## src/hw/rtl/i2cm_pkg.sv

```systemverilog
// Shared types, command codes and phase tables for the I2C master bit engine.
package i2cm_pkg;

  localparam logic [2:0] CMD_START = 3'd0;
  localparam logic [2:0] CMD_STOP  = 3'd1;
  localparam logic [2:0] CMD_WRITE = 3'd2;
  localparam logic [2:0] CMD_WAIT  = 3'd3;
  localparam logic [2:0] CMD_READ  = 3'd4;
  localparam logic [2:0] CMD_PROBE = 3'd5;
  localparam logic [2:0] CMD_IDLE  = 3'd7;

  localparam int PHASE_W     = 6;
  localparam int TICK_W      = 16;
  localparam int QUEUE_DEPTH = 4;

  localparam logic [TICK_W-1:0] PHASE_TICKS_RESET = TICK_W'(1);

  typedef struct packed {
    logic       go;
    logic [2:0] req;
    logic [7:0] tx_byte;
    logic       send_ack;
    logic       sda_in;
  } item_t;

  typedef struct packed {
    logic       scl;
    logic       sda;
    logic       busy;
    logic       done;
    logic [7:0] rx_byte;
    logic       ack_missing;
  } result_t;

  function automatic logic [PHASE_W-1:0] phase_total(input logic [2:0] c);
    logic [PHASE_W-1:0] r;
    case (c)
      CMD_START: r = PHASE_W'(3);
      CMD_STOP:  r = PHASE_W'(2);
      CMD_WRITE: r = PHASE_W'(24);
      CMD_WAIT:  r = PHASE_W'(3);
      CMD_READ:  r = PHASE_W'(19);
      CMD_PROBE: r = PHASE_W'(32);
      default:   r = '0;
    endcase
    return r;
  endfunction

endpackage

```

## src/hw/rtl/i2cm_in_if.sv

```systemverilog
// Input channel: one tick item with command, operands and SDA sample.
interface i2cm_in_if;
  logic       valid;
  logic       ready;
  logic       cmd_valid;
  logic [2:0] req_type;
  logic [7:0] tx_byte;
  logic       send_ack;
  logic       sda_in;

  modport source (output valid, cmd_valid, req_type, tx_byte, send_ack, sda_in, input ready);
  modport sink   (input valid, cmd_valid, req_type, tx_byte, send_ack, sda_in, output ready);
endinterface

```

## src/hw/rtl/i2cm_out_if.sv

```systemverilog
// Output channel: pin levels and status for one tick.
interface i2cm_out_if;
  logic       valid;
  logic       ready;
  logic       scl_out;
  logic       sda_out;
  logic       busy_res;
  logic       done_res;
  logic [7:0] rx_byte;
  logic       ack_missing;

  modport source (output valid, scl_out, sda_out, busy_res, done_res, rx_byte, ack_missing,
                  input ready);
  modport sink   (input valid, scl_out, sda_out, busy_res, done_res, rx_byte, ack_missing,
                  output ready);
endinterface

```

## src/hw/rtl/i2cm_front.sv

```systemverilog
// Front stage: accept tick items, classify the command and register them.
module i2cm_front (
  input  logic              clk,
  input  logic              rst,
  i2cm_in_if.sink           ingress,
  output i2cm_pkg::item_t   item,
  output logic              item_valid,
  input  logic              item_ready
);

  i2cm_pkg::item_t classified;

  always_comb begin
    classified.go       = ingress.cmd_valid && (ingress.req_type <= i2cm_pkg::CMD_PROBE);
    classified.req      = ingress.req_type;
    classified.tx_byte  = ingress.tx_byte;
    classified.send_ack = ingress.send_ack;
    classified.sda_in   = ingress.sda_in;
  end

  assign ingress.ready = !item_valid || item_ready;

  always_ff @(posedge clk) begin
    if (rst) begin
      item_valid <= 1'b0;
    end else if (ingress.ready) begin
      item_valid <= ingress.valid;
    end
  end

  always_ff @(posedge clk) begin
    if (ingress.valid && ingress.ready) begin
      item <= classified;
    end
  end

endmodule

```

## src/hw/rtl/i2cm_queue.sv

```systemverilog
// Short queue between the front stage and the bit engine.
module i2cm_queue #(
  parameter int DEPTH = i2cm_pkg::QUEUE_DEPTH
) (
  input  logic            clk,
  input  logic            rst,
  input  i2cm_pkg::item_t push_item,
  input  logic            push_valid,
  output logic            push_ready,
  output i2cm_pkg::item_t pop_item,
  output logic            pop_valid,
  input  logic            pop_ready
);

  localparam int PTR_W = (DEPTH > 1) ? $clog2(DEPTH) : 1;
  localparam int CNT_W = $clog2(DEPTH + 1);

  i2cm_pkg::item_t   slots [DEPTH];
  logic [PTR_W-1:0]  wr_ptr;
  logic [PTR_W-1:0]  rd_ptr;
  logic [CNT_W-1:0]  count;
  logic              push;
  logic              pop;

  assign push_ready = (count != CNT_W'(DEPTH));
  assign pop_valid  = (count != '0);
  assign push       = push_valid && push_ready;
  assign pop        = pop_valid && pop_ready;
  assign pop_item   = slots[rd_ptr];

  always_ff @(posedge clk) begin
    if (push) begin
      slots[wr_ptr] <= push_item;
    end
  end

  always_ff @(posedge clk) begin
    if (rst) begin
      wr_ptr <= '0;
      rd_ptr <= '0;
      count  <= '0;
    end else begin
      if (push) begin
        wr_ptr <= (wr_ptr == PTR_W'(DEPTH - 1)) ? '0 : wr_ptr + 1'b1;
      end
      if (pop) begin
        rd_ptr <= (rd_ptr == PTR_W'(DEPTH - 1)) ? '0 : rd_ptr + 1'b1;
      end
      case ({push, pop})
        2'b10:   count <= count + 1'b1;
        2'b01:   count <= count - 1'b1;
        default: count <= count;
      endcase
    end
  end

`ifndef NO_ASSERTIONS
  a_count_bound: assert property (@(posedge clk) disable iff (rst)
    count <= CNT_W'(DEPTH)) else $error("queue count above depth");
  a_empty_ptrs: assert property (@(posedge clk) disable iff (rst)
    (count == '0) |-> (rd_ptr == wr_ptr)) else $error("empty queue with pointers apart");
  a_full_ptrs: assert property (@(posedge clk) disable iff (rst)
    (count == CNT_W'(DEPTH)) |-> (rd_ptr == wr_ptr)) else $error("full queue with pointers apart");
`endif

endmodule

```

## src/hw/rtl/i2cm_engine.sv

```systemverilog
// Back stage: run the command phase sequencer one tick per item and register results.
module i2cm_engine (
  input  logic                                clk,
  input  logic                                rst,
  input  logic                                cfg_we,
  input  logic [i2cm_pkg::TICK_W-1:0]         cfg_wdata,
  input  i2cm_pkg::item_t                     item,
  input  logic                                item_valid,
  output logic                                item_ready,
  i2cm_out_if.source                          egress
);

  localparam int PW = i2cm_pkg::PHASE_W;
  localparam int TW = i2cm_pkg::TICK_W;

  typedef struct packed {
    logic       scl;
    logic       sda;
    logic [7:0] shift;
  } levels_t;

  function automatic logic [63:0] mod3_tab();
    logic [63:0] t;
    t = '0;
    for (int i = 0; i < 32; i++) begin
      t[2*i +: 2] = 2'(i % 3);
    end
    return t;
  endfunction

  localparam logic [63:0] MOD3_TAB = mod3_tab();

  function automatic levels_t seg_start(input logic [1:0] q, input levels_t cur);
    levels_t r;
    r = cur;
    if (q == 2'd0) begin
      r.sda = 1'b1;
      r.scl = 1'b1;
    end else if (q == 2'd1) begin
      r.sda = 1'b0;
    end else begin
      r.scl = 1'b0;
    end
    return r;
  endfunction

  function automatic levels_t seg_stop(input logic q, input levels_t cur);
    levels_t r;
    r = cur;
    if (!q) begin
      r.sda = 1'b0;
      r.scl = 1'b1;
    end else begin
      r.sda = 1'b1;
    end
    return r;
  endfunction

  function automatic levels_t seg_write(input logic [4:0] q, input levels_t cur);
    levels_t    r;
    logic [1:0] s;
    r = cur;
    s = MOD3_TAB[{q, 1'b0} +: 2];
    if (s == 2'd0) begin
      r.sda = cur.shift[7];
    end else if (s == 2'd1) begin
      r.scl = 1'b1;
    end else begin
      r.scl = 1'b0;
      if (q == 5'd23) begin
        r.sda = 1'b1;
      end
      r.shift = {cur.shift[6:0], 1'b0};
    end
    return r;
  endfunction

  function automatic levels_t seg_wait(input logic [1:0] q, input levels_t cur);
    levels_t r;
    r = cur;
    if (q == 2'd0) begin
      r.sda = 1'b1;
    end else if (q == 2'd1) begin
      r.scl = 1'b1;
    end else begin
      r.scl = 1'b0;
    end
    return r;
  endfunction

  function automatic levels_t seg_read(input logic [4:0] q, input logic ackl,
                                       input levels_t cur);
    levels_t r;
    r = cur;
    if (q < 5'd16) begin
      r.scl = !q[0];
    end else if (q == 5'd16) begin
      r.sda = !ackl;
    end else if (q == 5'd17) begin
      r.scl = 1'b1;
    end else begin
      r.scl = 1'b0;
    end
    return r;
  endfunction

  function automatic levels_t enter_phase(input logic [2:0] c, input logic [PW-1:0] p,
                                          input logic ackl, input levels_t cur);
    levels_t       r;
    logic [PW-1:0] d;
    r = cur;
    d = '0;
    case (c)
      i2cm_pkg::CMD_START: r = seg_start(p[1:0], cur);
      i2cm_pkg::CMD_STOP:  r = seg_stop(p[0], cur);
      i2cm_pkg::CMD_WRITE: r = seg_write(p[4:0], cur);
      i2cm_pkg::CMD_WAIT:  r = seg_wait(p[1:0], cur);
      i2cm_pkg::CMD_READ:  r = seg_read(p[4:0], ackl, cur);
      i2cm_pkg::CMD_PROBE: begin
        if (p < PW'(3)) begin
          r = seg_start(p[1:0], cur);
        end else if (p < PW'(27)) begin
          d = p - PW'(3);
          r = seg_write(d[4:0], cur);
        end else if (p < PW'(30)) begin
          d = p - PW'(27);
          r = seg_wait(d[1:0], cur);
        end else begin
          d = p - PW'(30);
          r = seg_stop(d[0], cur);
        end
      end
      default: r = cur;
    endcase
    return r;
  endfunction

  logic [TW-1:0]  phase_ticks;
  logic [2:0]     cmd;
  logic [PW-1:0]  phase;
  logic [TW-1:0]  tick;
  levels_t        lv;
  logic [7:0]     rx_reg;
  logic           ack_flag;
  logic           ack_latched;
  logic           out_valid;
  i2cm_pkg::result_t out_res;

  logic [2:0]     cmd_next;
  logic [PW-1:0]  phase_next;
  logic [TW-1:0]  tick_next;
  levels_t        lv_next;
  logic [7:0]     rx_next;
  logic           ack_next;
  logic           ackl_next;
  i2cm_pkg::result_t res;
  logic           take;

  assign take       = item_valid && (!out_valid || egress.ready);
  assign item_ready = take;

  always_comb begin
    logic [2:0]    cmd_a;
    logic [PW-1:0] ph_a;
    logic [PW-1:0] ph_n;
    logic [TW-1:0] tk_a;
    logic [TW-1:0] tk_n;
    logic [TW-1:0] limit;
    levels_t       a;
    levels_t       e;
    logic          busy;
    logic          done;
    logic          adv;

    cmd_a     = cmd;
    ph_a      = phase;
    tk_a      = tick;
    a         = lv;
    ackl_next = ack_latched;
    if (cmd == i2cm_pkg::CMD_IDLE && item.go) begin
      cmd_a     = item.req;
      ph_a      = '0;
      tk_a      = '0;
      ackl_next = item.send_ack;
      a.shift   = (item.req == i2cm_pkg::CMD_READ) ? 8'h00 : item.tx_byte;
      a         = enter_phase(item.req, '0, item.send_ack, a);
    end

    busy  = (cmd_a != i2cm_pkg::CMD_IDLE);
    limit = (phase_ticks == '0) ? TW'(1) : phase_ticks;
    tk_n  = tk_a + TW'(1);
    adv   = busy && (tk_n >= limit);
    done  = 1'b0;
    ph_n  = ph_a + PW'(1);

    cmd_next   = cmd_a;
    phase_next = ph_a;
    tick_next  = busy ? (adv ? '0 : tk_n) : tk_a;
    rx_next    = rx_reg;
    ack_next   = ack_flag;
    e          = a;

    if (adv) begin
      if ((cmd_a == i2cm_pkg::CMD_WAIT && ph_a == PW'(1)) ||
          (cmd_a == i2cm_pkg::CMD_PROBE && ph_a == PW'(28))) begin
        ack_next = item.sda_in;
      end else if (cmd_a == i2cm_pkg::CMD_READ && ph_a < PW'(16) && !ph_a[0]) begin
        e.shift = {a.shift[6:0], item.sda_in};
        if (ph_a == PW'(14)) begin
          rx_next = e.shift;
        end
      end
      if (ph_n >= i2cm_pkg::phase_total(cmd_a)) begin
        if (cmd_a == i2cm_pkg::CMD_READ) begin
          e.sda = 1'b1;
        end
        done       = 1'b1;
        cmd_next   = i2cm_pkg::CMD_IDLE;
        phase_next = '0;
      end else begin
        e          = enter_phase(cmd_a, ph_n, ackl_next, e);
        phase_next = ph_n;
      end
    end
    lv_next = e;

    res.scl         = a.scl;
    res.sda         = a.sda;
    res.busy        = busy;
    res.done        = done;
    res.rx_byte     = rx_next;
    res.ack_missing = ack_next;
  end

  always_ff @(posedge clk) begin
    if (rst) begin
      phase_ticks <= i2cm_pkg::PHASE_TICKS_RESET;
    end else if (cfg_we) begin
      phase_ticks <= cfg_wdata;
    end
  end

  always_ff @(posedge clk) begin
    if (rst) begin
      cmd         <= i2cm_pkg::CMD_IDLE;
      phase       <= '0;
      tick        <= '0;
      lv          <= '{scl: 1'b1, sda: 1'b1, shift: 8'h00};
      rx_reg      <= '0;
      ack_flag    <= 1'b0;
      ack_latched <= 1'b0;
    end else if (take) begin
      cmd         <= cmd_next;
      phase       <= phase_next;
      tick        <= tick_next;
      lv          <= lv_next;
      rx_reg      <= rx_next;
      ack_flag    <= ack_next;
      ack_latched <= ackl_next;
    end
  end

  always_ff @(posedge clk) begin
    if (rst) begin
      out_valid <= 1'b0;
    end else if (take) begin
      out_valid <= 1'b1;
    end else if (egress.ready) begin
      out_valid <= 1'b0;
    end
  end

  always_ff @(posedge clk) begin
    if (take) begin
      out_res <= res;
    end
  end

  assign egress.valid       = out_valid;
  assign egress.scl_out     = out_res.scl;
  assign egress.sda_out     = out_res.sda;
  assign egress.busy_res    = out_res.busy;
  assign egress.done_res    = out_res.done;
  assign egress.rx_byte     = out_res.rx_byte;
  assign egress.ack_missing = out_res.ack_missing;

`ifndef NO_ASSERTIONS
  a_done_busy: assert property (@(posedge clk) disable iff (rst)
    (out_valid && out_res.done) |-> out_res.busy) else $error("done without busy");
  a_idle_clear: assert property (@(posedge clk) disable iff (rst)
    (cmd == i2cm_pkg::CMD_IDLE) |-> (phase == '0 && tick == '0))
    else $error("idle with phase or tick left over");
  a_phase_range: assert property (@(posedge clk) disable iff (rst)
    (cmd != i2cm_pkg::CMD_IDLE) |-> (phase < i2cm_pkg::phase_total(cmd)))
    else $error("phase beyond command length");
`endif

endmodule

```

## src/hw/rtl/i2c_master_bit_engine.sv

```systemverilog
// I2C master bit engine top level: front stage, queue and phase sequencer.
// Throughput: one tick transaction per cycle while the output is not stalled, one result transaction per tick.
// Path: a taken transaction passes the front register, a queue slot and the output register
// in that order before its result leaves.
// Reset: synchronous; engine idle, SCL and SDA released, phase_ticks 1, queue empty.
module i2c_master_bit_engine #(
  parameter int QUEUE_DEPTH = i2cm_pkg::QUEUE_DEPTH
) (
  input  logic                        clk,
  input  logic                        rst,
  input  logic                        cfg_we,
  input  logic [i2cm_pkg::TICK_W-1:0] cfg_wdata,
  i2cm_in_if.sink                     ingress,
  i2cm_out_if.source                  egress
);

  i2cm_pkg::item_t front_item;
  logic            front_valid;
  logic            front_ready;
  i2cm_pkg::item_t queue_item;
  logic            queue_valid;
  logic            queue_ready;

  i2cm_front u_front (
    .clk        (clk),
    .rst        (rst),
    .ingress    (ingress),
    .item       (front_item),
    .item_valid (front_valid),
    .item_ready (front_ready)
  );

  i2cm_queue #(
    .DEPTH (QUEUE_DEPTH)
  ) u_queue (
    .clk        (clk),
    .rst        (rst),
    .push_item  (front_item),
    .push_valid (front_valid),
    .push_ready (front_ready),
    .pop_item   (queue_item),
    .pop_valid  (queue_valid),
    .pop_ready  (queue_ready)
  );

  i2cm_engine u_engine (
    .clk        (clk),
    .rst        (rst),
    .cfg_we     (cfg_we),
    .cfg_wdata  (cfg_wdata),
    .item       (queue_item),
    .item_valid (queue_valid),
    .item_ready (queue_ready),
    .egress     (egress)
  );

endmodule

```

## src/flat_wrapper.sv

```systemverilog
// flat-port wrapper written by rule: the top's interface ports become plain ports
module i2c_master_bit_engine_flat 
#(
  parameter int QUEUE_DEPTH = i2cm_pkg::QUEUE_DEPTH
)
  (clk, rst, cfg_we, cfg_wdata, ingress_valid, ingress_cmd_valid, ingress_req_type, ingress_tx_byte, ingress_send_ack, ingress_sda_in, ingress_ready, egress_valid, egress_scl_out, egress_sda_out, egress_busy_res, egress_done_res, egress_rx_byte, egress_ack_missing, egress_ready);
  i2cm_in_if ingress_i ();
  i2cm_out_if egress_i ();
  input  logic clk;
  input  logic rst;
  input  logic cfg_we;
  input  logic [i2cm_pkg::TICK_W-1:0] cfg_wdata;
  input wire logic [$bits(ingress_i.valid)-1:0] ingress_valid;
  input wire logic [$bits(ingress_i.cmd_valid)-1:0] ingress_cmd_valid;
  input wire logic [$bits(ingress_i.req_type)-1:0] ingress_req_type;
  input wire logic [$bits(ingress_i.tx_byte)-1:0] ingress_tx_byte;
  input wire logic [$bits(ingress_i.send_ack)-1:0] ingress_send_ack;
  input wire logic [$bits(ingress_i.sda_in)-1:0] ingress_sda_in;
  output wire logic [$bits(ingress_i.ready)-1:0] ingress_ready;
  output wire logic [$bits(egress_i.valid)-1:0] egress_valid;
  output wire logic [$bits(egress_i.scl_out)-1:0] egress_scl_out;
  output wire logic [$bits(egress_i.sda_out)-1:0] egress_sda_out;
  output wire logic [$bits(egress_i.busy_res)-1:0] egress_busy_res;
  output wire logic [$bits(egress_i.done_res)-1:0] egress_done_res;
  output wire logic [$bits(egress_i.rx_byte)-1:0] egress_rx_byte;
  output wire logic [$bits(egress_i.ack_missing)-1:0] egress_ack_missing;
  input wire logic [$bits(egress_i.ready)-1:0] egress_ready;
  assign ingress_i.valid = ingress_valid;
  assign ingress_i.cmd_valid = ingress_cmd_valid;
  assign ingress_i.req_type = ingress_req_type;
  assign ingress_i.tx_byte = ingress_tx_byte;
  assign ingress_i.send_ack = ingress_send_ack;
  assign ingress_i.sda_in = ingress_sda_in;
  assign ingress_ready = ingress_i.ready;
  assign egress_valid = egress_i.valid;
  assign egress_scl_out = egress_i.scl_out;
  assign egress_sda_out = egress_i.sda_out;
  assign egress_busy_res = egress_i.busy_res;
  assign egress_done_res = egress_i.done_res;
  assign egress_rx_byte = egress_i.rx_byte;
  assign egress_ack_missing = egress_i.ack_missing;
  assign egress_i.ready = egress_ready;
  i2c_master_bit_engine #(.QUEUE_DEPTH(QUEUE_DEPTH)) u_core (.clk(clk), .rst(rst), .cfg_we(cfg_we), .cfg_wdata(cfg_wdata), .ingress(ingress_i), .egress(egress_i));
endmodule
```

## config.mk

```make
export PLATFORM = sky130hd
export DESIGN_NAME = i2c_master_bit_engine_flat
export DESIGN_NICKNAME = d
export VERILOG_FILES = /design/src/hw/rtl/i2cm_pkg.sv /design/src/hw/rtl/i2cm_in_if.sv /design/src/hw/rtl/i2cm_out_if.sv /design/src/hw/rtl/i2cm_front.sv /design/src/hw/rtl/i2cm_queue.sv /design/src/hw/rtl/i2cm_engine.sv /design/src/hw/rtl/i2c_master_bit_engine.sv /design/src/flat_wrapper.sv
export SDC_FILE = /design/constraint.sdc
export NUM_CORES = 1
export LEC_CHECK = 0
export BUFFER_PORTS_ARGS = -buffer_cell sky130_fd_sc_hd__buf_2
export CORE_ASPECT_RATIO = 0.7
export CORE_MARGIN = 5
export CORE_UTILIZATION = 35
export DETAILED_ROUTE_END_ITERATION = 10
export GPL_TIMING_DRIVEN = 0
export SETUP_SLACK_MARGIN = 0.02
export SKIP_LAST_GASP = 1
export SLEW_MARGIN = 10
export SYNTH_ARGS = -nofsm -noshare
export SYNTH_HDL_FRONTEND = slang
export SYNTH_SLANG_ARGS = --single-unit
```

## constraint.sdc

```tcl
create_clock -name clk -period 7.3 [get_ports clk]
set_clock_uncertainty 0.05 [all_clocks]
set_input_delay 1.095 -clock clk [delete_from_list [all_inputs] [get_ports clk]]
set_output_delay 1.095 -clock clk [all_outputs]
set_load 0.03 [all_outputs]
```

### Word-level counts from Yosys, hierarchy flattened

Memories as Yosys holds them, arrays and structs flattened. A register that Yosys moved wholly into a read port is not among the register bits.
Index checks and enable logic that the tools add are counted.

| operators by class | value |
|---|---|
| shifts and indexed selects | 2 |
| $lt $le $gt $ge | 8 |
| mux-type cells | 73 |
| equal/unequal tests | 28 |
| reduce and logical (&&, ||, !) cells | 31 |
| add/subtract/negate cells | 9 |

Operators by type and width:

| kind | number |
|---|---|
| $shiftx A64 B7 Y2 const A | 2 |
| $mux W8 | 10 |
| $mux W16 | 4 |
| $pmux W10 S6 | 1 |
| $mux W10 | 5 |
| $pmux W10 S5 | 1 |
| $mux W1 | 36 |
| $pmux W6 S5 | 1 |
| $mux W6 | 4 |
| $eq A5 B5 Y1 const B | 4 |
| $lt A6 B5 Y1 const B | 3 |
| $mux W9 | 2 |
| $add A16 B1 Y16 const B | 1 |
| $ge A16 B16 Y1 | 1 |
| $logic_not A16 Y1 | 1 |
| $eq A3 B3 Y1 const B | 5 |
| $eq A3 B2 Y1 const B | 4 |
| $logic_and A1 B1 Y1 | 11 |
| $eq A2 B1 Y1 const B | 5 |
| $mux W2 | 5 |
| $mux W3 | 3 |
| $logic_not A2 Y1 | 4 |
| $add A6 B1 Y6 const B | 1 |
| $eq A2 B2 Y1 const B | 3 |
| 22 further kinds | 34 |

| storage, ports and cells | value |
|---|---|
| register bits after elaboration | 97 |
| output and inout port bits | 15 |
| memories | 1 |
| input port bits | 35 |
| memory bits (writable) | 56 |

Memory list:

| name | words | width | rd ports | clocked after Yosys merged registers in | write ports | line | source |
|---|---|---|---|---|---|---|---|
| u_core.u_queue.slots | 4 | 14 | 1 | 1 | 1 | i2cm_queue.sv:18 | `i2cm_pkg::item_t slots [DEPTH];` |

### Longest topological paths before layout

Gate-level depths: netlist (run 1).

| logic depth | value |
|---|---|
| word-level depth | 15 |
| gate-level depth with buffers | 25 |
| mapped depth without buffers | 19 |

### Modules after synthesis

A second synthesis (run 1) with hierarchy kept.

| unflattened totals | value |
|---|---|
| cells, all modules | 875 |
| area, all modules | 8729.6 um^2 |

By module, submodules not included:

| module | sequential area each (um^2) | area an instance (um^2) | cells an instance | instances |
|---|---|---|---|---|
| i2cm_engine | 1631.6 | 5734.2 | 730 | 1 |
| i2cm_queue | 1861.8 | 2512.4 | 125 | 1 |
| i2cm_front | 440.4 | 483.0 | 20 | 1 |

### Worst setup path before layout (run 1)

OpenSTA, ideal clock, no wires.

| path | value |
|---|---|
| path type | reg2reg |
| from | register (tool-made name) |
| to | register u_core.u_engine.ack_flag |
| stages on the path, launching flop included | 25 |
| arrival time | 5045 ps |
| data required time | 7134 ps |
| setup time | 116 ps |
| slack | 2089 ps |
| cells stage by stage | dfxtp_1 -> buf_6 -> mux2i_4 -> o22a_4 -> clkbuf_1 -> clkbuf_1 -> clkbuf_1 -> and2_1 -> ha_1 -> nand3_1 -> nor3_1 -> nand2_1 -> nor3_1 -> xnor2_1 -> nor2_1 -> ha_1 -> a21o_1 -> a21oi_1 -> o21ai_0 -> a21oi_1 -> or2_1 -> clkbuf_1 -> or3_1 -> mux2_2 -> o211a_1 |

RTL lines:

| item | line | source |
|---|---|---|
| end signal, assigned | i2cm_engine.sv:258 | `ack_flag <= ack_next;` |
| end, declared | i2cm_engine.sv:144 | `logic ack_flag;` |

==> results.cfg, run 1 <==
[clock_network]
path_clk_slew_ns = 0.06
htree_levels = 4
root_buffer = clkbuf_16
clockBufferDepth = 2
insertion_delay_ns = 0.43
cts_num_sinks = 155
cts_tree = done
numCtsBuffers = 17

[floorplanning]
design.core.area_sq_um = 23400
ios = 50
die_h_um = 138.5
dieArea_sq_um = 26800
fp.dieW_um = 193.5
start_util_pct = 35.26
num_rows = 47

[detailed_routing]
met2WireLength_um = 8547
drc_errors = 0
num_vias = 6452
wl_met3_um = 1143
drt-met1-wl_um = 10190
first_pass_iters = 5
dr.first_iter.drc_count = 533
routed_wl_um = 20230
wire_per_inst_um = 16.66
ant_nets = 0
routed_via_density = 5.315
top_layer = met4

[finish]
largest_registers = u_core.u_queue.slots (56), u_core.u_engine.phase_ticks (16), u_core.u_engine.tick (16)
fin_util_pct = 40.72
diodes = 0
syn2layout_area_growth_pct = 15.48
drive_gt1_share_pct = 14.62
largest_reg_flops = 56
regMostFlops = u_core.u_queue.slots
finalNetCount = 955

[grt]
grt_pass1_wl_um = 32940
overflow = 0
grt_usage_pct = 15.04
grt_max_degree = 24
antenna_found_initial = 0
grt_pass1_vias = 6238

[synth]
async_flop_share_pct = 0
yosysWarnings = 0
synth-edff-count = 83
synth_ff_type = edfxtp_1
synth.avg_cell_area_sq_um = 10.11
ys_seq_area_share_pct = 47.67
ys_types = 77
synth.net_count = 888
syn_inst = 816
ys_ff_latch = 155
synth_area_sq_um = 8253

[worst_hold_path]
hold_path_end = u_core.u_engine.rx_reg[0]
hp-start = u_core.u_engine.rx_reg[0]
hold_class = reg -> reg
min_path_cells = 2

[critical_path]
cp-start-kind = register
crit_arrival_ns = 6.81
end_kind = register
worstSetupPathType = reg -> reg
r2r-end = u_core.u_engine.tick[10]
reg2reg_depth = 24
r2r_slack_ns = 0.79
required_ns = 7.61
worst-path-max-fanout = 10

[place]
io_buffers = 47
gp_congestion = 0.9472
hpwl_um = 14750

[timing]
relSlewSlack_pct = 40.56
finalCritPeriodShare_pct = 89.13
max_clock_freq_mhz = 153.7
worst_slew_pin_slew_ns = 0.8882
drv_slew = 0
setup_tns_ns = 0
post-route-min-period_ns = 6.506
setup_violations = 0
hold_viol_final = 0
rsz0062_at_grt = false

[power_and_ir_drop]
vdd_ir_drop_max_mv = 0.2106
p_leak_nw = 3.593
powerDensity_nw_per_um2 = 337.9
p_total_mw = 3.220

[run]
drv_cap = 0

[outcome]
status = completed
[routing by layer]
layer,up-vias,GRT usage (%)
met4,0,5.102
met3,32,3.064
met2,198,21.35
li1,3140,-
met5,-,0
met1,3082,22.77
[layout make-up]
class                   count  area [sq um]
plain buffers              42         185.2
clock buffers              17         425.4
clock inverters            15         198.9
fillers                  2307         13870
inverters                  44         165.2
multi-input cells         575          3978
flip-flops and latches    155          3934
well taps                 318         397.9
repair buffers             48         246.5
[synth_stat cells (all sizes together) (8+ instances only)]
cell type / n / share of area (%)
a21o: 9 / 0.82
a21oi: 47 / 2.9
a22oi: 21 / 1.9
and2: 8 / 0.61
and3: 8 / 0.61
buf: 11 / 0.80
clkbuf: 31 / 1.4
dfxtp: 72 / 17
edfxtp: 83 / 30
ha: 36 / 5.5
inv: 43 / 2.0
mux2: 11 / 1.5
mux2i: 28 / 3.7
mux4: 12 / 3.3
nand2: 57 / 2.6
nand2b: 10 / 0.76
nand3: 21 / 1.3
nor2: 105 / 4.8
nor3: 26 / 1.6
nor4: 8 / 0.61
o21ai: 42 / 2.5
xnor2: 11 / 1.2
xor2: 14 / 1.5
[through the flow]
| step | worst slack [ns] | area, sq um | cells | hold slack (ns) |
|---|---|---|---|---|
| final | 0.7936 | 9530 | 1214 | 0.4070 |
| after global routing | 0.1993 | 9530 | 1214 | 0.4483 |
| after CTS | 0.6267 | 9529 | 1214 | 0.4113 |
| after detailed placement | 0.7110 | 8905 | 1182 | 0.4027 |
| after global placement | 0.6023 | 8886 | 1181 | 0.3921 |
| after floorplan | 2.089 | 8253 | 816 | 0.3838 |
[kinds of logic (layout without fill, tap and decap cells)]
group	after synthesis	in the layout	synth area share, %
AND/OR/NAND/NOR	272	272	15.54
AO/OA/AOI/OAI	190	190	15.75
flip-flops	155	155	47.67
buffers and inverters	86	166	4.215
multiplexers	51	51	8.475
adder cells (fa/ha/maj)	37	37	5.700
XOR/XNOR	25	25	2.653
[how the worst max path moves through the flow]
stage	slack, ns	endpoint	depth (start not counted)
after CTS	0.63	u_core.u_engine.ack_flag	24
after floorplan	2.09	u_core.u_engine.ack_flag	24
after global routing	0.20	u_core.u_engine.rx_reg[5]	24
after detailed placement	0.71	u_core.u_engine.ack_flag	24
after global placement	0.60	u_core.u_engine.ack_flag	24
final	0.79	u_core.u_engine.tick[10]	24
[worst max-delay path, stage by stage, from the launching register on]
cell      delay (ns)
dfxtp_1         0.32
buf_6           0.15
mux2i_4         0.35
o22a_4          0.24
clkbuf_1        0.44
clkbuf_2        0.40
clkbuf_1        0.43
and2_1          0.24
ha_1            0.19
nand3_1         0.12
nor3_1          0.38
nand2_1         0.22
nor3_1          0.26
xnor2_1         0.14
nor2_1          0.07
ha_1            0.33
a21o_1          0.16
a21oi_1         0.15
o21ai_0         0.10
a21oi_1         0.42
nand2_1         0.17
nor2_1          0.36
clkbuf_1        0.44
a22oi_1         0.18
nor2_1          0.11
[repair_timing]
action,CTS,global route
hold buffers,0,0
setup endpoints to repair,0,5
buffers inserted,0,0
resized for setup,0,2
[where the power goes]
part / internal (mW) / switching, mW / total, mW
Clock: 0.552 / 0.375 / 0.926
Combinational: 0.377 / 0.811 / 1.19
Sequential: 1.05 / 0.0600 / 1.11
[layout by cell type, fill, tap and decap left out, types with 25 or more instances in the layout]
cell type  Yosys  routed
o21ai_0       31      31
inv_1         43      43
clkbuf_1      31      29
ha_1          36      36
nand2_1       57      57
dfxtp_1       72      72
buf_2          5      52
edfxtp_1      83      83
nor2_1       105     105
a21oi_1       47      47
nor3_1        25      25
mux2i_1       26      26
Note: power is estimated with default switching activity, not from simulation.
==> run 2: changes to the inputs <==
==> constraint.sdc (replaced) <==
create_clock -name clk -period 6.2 [get_ports clk]
set_clock_uncertainty 0.05 [all_clocks]
set_input_delay 0.93 -clock clk [delete_from_list [all_inputs] [get_ports clk]]
set_output_delay 0.93 -clock clk [all_outputs]
set_load 0.03 [all_outputs]
==> results.cfg, run 2 (same netlist as run 1, synthesis figures left out) <==
[floorplanning]
design.core.area_sq_um = 23400
start_util_pct = 35.26
dieArea_sq_um = 26800
fp.dieW_um = 193.5
num_rows = 47
die_h_um = 138.5
ios = 50

[critical_path]
worst-path-max-fanout = 10
required_ns = 6.47
crit_arrival_ns = 6.00
slowest_stage = a221oi_1
slowest_delay_ns = 0.69
path_cells = buf_6 > mux2i_4 > o22a_4 > clkbuf_2 > nand2_1 > inv_1 > ha_1 > clkbuf_1 > nand3_1 > xnor2_1 > nand2_1 > inv_1 > buf_2 > o21ai_0 > a221oi_1 > nand4_1 > mux2i_1 > o221ai_1 > nor3_1 > o21ai_0 > a21o_1
cp-start-kind = register
end_kind = register
worstSetupPathType = reg -> reg
r2r_slack_ns = 0.47

[place]
place_ws_ns = -0.3890
dpl_cell_area_sq_um = 8905
gp_congestion = 0.9472
io_buffers = 47
hpwl_um = 14750

[clock_network]
path_clk_slew_ns = 0.06
cts_tree = done
clockBufferDepth = 2
holdBufCountCts = 0
insertion_delay_ns = 0.43
ctsResizeCount = 1
numCtsBuffers = 17
cts_num_sinks = 155
root_buffer = clkbuf_16
htree_levels = 4
post-cts-setup-buffers = 0

[worst_hold_path]
hold_class = reg -> reg

[timing]
relSlewSlack_pct = 41.76
post-route-min-period_ns = 5.729
setup_slack_ns = 0.4708
worst_slew_pin_slew_ns = 0.8702
finalCritPeriodShare_pct = 92.41
hold_viol_final = 0
setup_tns_ns = 0
setup_violations = 0
rsz0062_at_grt = false
drv_slew = 0
max_clock_freq_mhz = 174.5

[detailed_routing]
routed_wl_um = 20170
first_pass_iters = 5
num_vias = 6427
ant_nets = 0
routed_via_density = 5.298
wire_per_inst_um = 16.63
drc_errors = 0
dr.first_iter.drc_count = 538

[finish]
syn2layout_area_growth_pct = 15.57
drive_gt1_share_pct = 15.08
finalNetCount = 954
fin_util_pct = 40.75
diodes = 0
regMostFlops = u_core.u_queue.slots
largest_registers = u_core.u_queue.slots (56), u_core.u_engine.phase_ticks (16), u_core.u_engine.tick (16)
largest_reg_flops = 56
final_common_cell = nor2_1
final_area_sq_um = 9538
final_cell_mix = nor2_1 (105), edfxtp_1 (83), dfxtp_1 (72), nand2_1 (57), buf_2 (52)

[power_and_ir_drop]
vdd_ir_drop_max_mv = 0.2483
powerDensity_nw_per_um2 = 397.8
p_leak_nw = 3.602

[outcome]
status = completed

[grt]
antenna_found_initial = 0
grt_pass1_wl_um = 32900
grt_max_degree = 24
grt_pass1_vias = 6222
overflow = 0
grt_usage_pct = 15.04

[run]
drv_cap = 0
run 2: cell type report:
cell class / instances / area [sq um]
well taps: 318 / 397.9
inverters: 44 / 165.2
flip-flops and latches: 155 / 3934
fillers: 2308 / 13870
multi-input cells: 575 / 3983
plain buffers: 41 / 187.7
clock inverters: 15 / 198.9
clock buffers: 17 / 425.4
repair buffers: 48 / 246.5
run 2: worst max-delay path: cells and delay by family (launching register included):
| family | cells | cell delay, ns |
|---|---|---|
| buffers and inverters | 6 | 1.42 |
| xor gates and xnor gates | 1 | 0.38 |
| AOI/OAI and AO/OA | 6 | 1.54 |
| and+or+nand+nor | 5 | 1.12 |
| DFF | 1 | 0.32 |
| adders and majority gates | 1 | 0.19 |
| muxes | 2 | 0.55 |
run 2: path summary, 6_finish.rpt:
kind / cells past startpoint / end / startpoint
worst max-delay path: 21 / u_core.u_engine.lv[8] / register
worst min-delay path: 2 / u_core.u_engine.rx_reg[0] / u_core.u_engine.rx_reg[0]
worst max register to register: 21 / u_core.u_engine.lv[8] / register
worst min register to register: 2 / u_core.u_engine.rx_reg[0] / u_core.u_engine.rx_reg[0]
run 2: stage by stage:
stage          hold WS (ns)  total power [mW]  std cells
2_1_floorplan        0.3838             2.304        816
3_3_place_gp         0.3921             2.695       1181
3_5_place_dp         0.4027             2.705       1182
4_1_cts              0.4113             3.809       1213
5_1_grt              0.4483             4.029       1213
6_report             0.4088             3.794       1213
run 2: per-layer routing:
layer | up-vias | global-route usage, % | share of wire, %
met5 | - | 0 | 0
met4 | 0 | 5.102 | 1.6
met3 | 23 | 3.210 | 5.5
met2 | 206 | 21.31 | 42
met1 | 3062 | 22.70 | 51
li1 | 3136 | - | -
run 2: power breakdown:
| part | switching (mW) | internal, mW |
|---|---|---|
| registers | 0.0705 | 1.23 |
| logic | 0.953 | 0.447 |
| clock network | 0.443 | 0.649 |
| total | 1.47 | 2.33 |
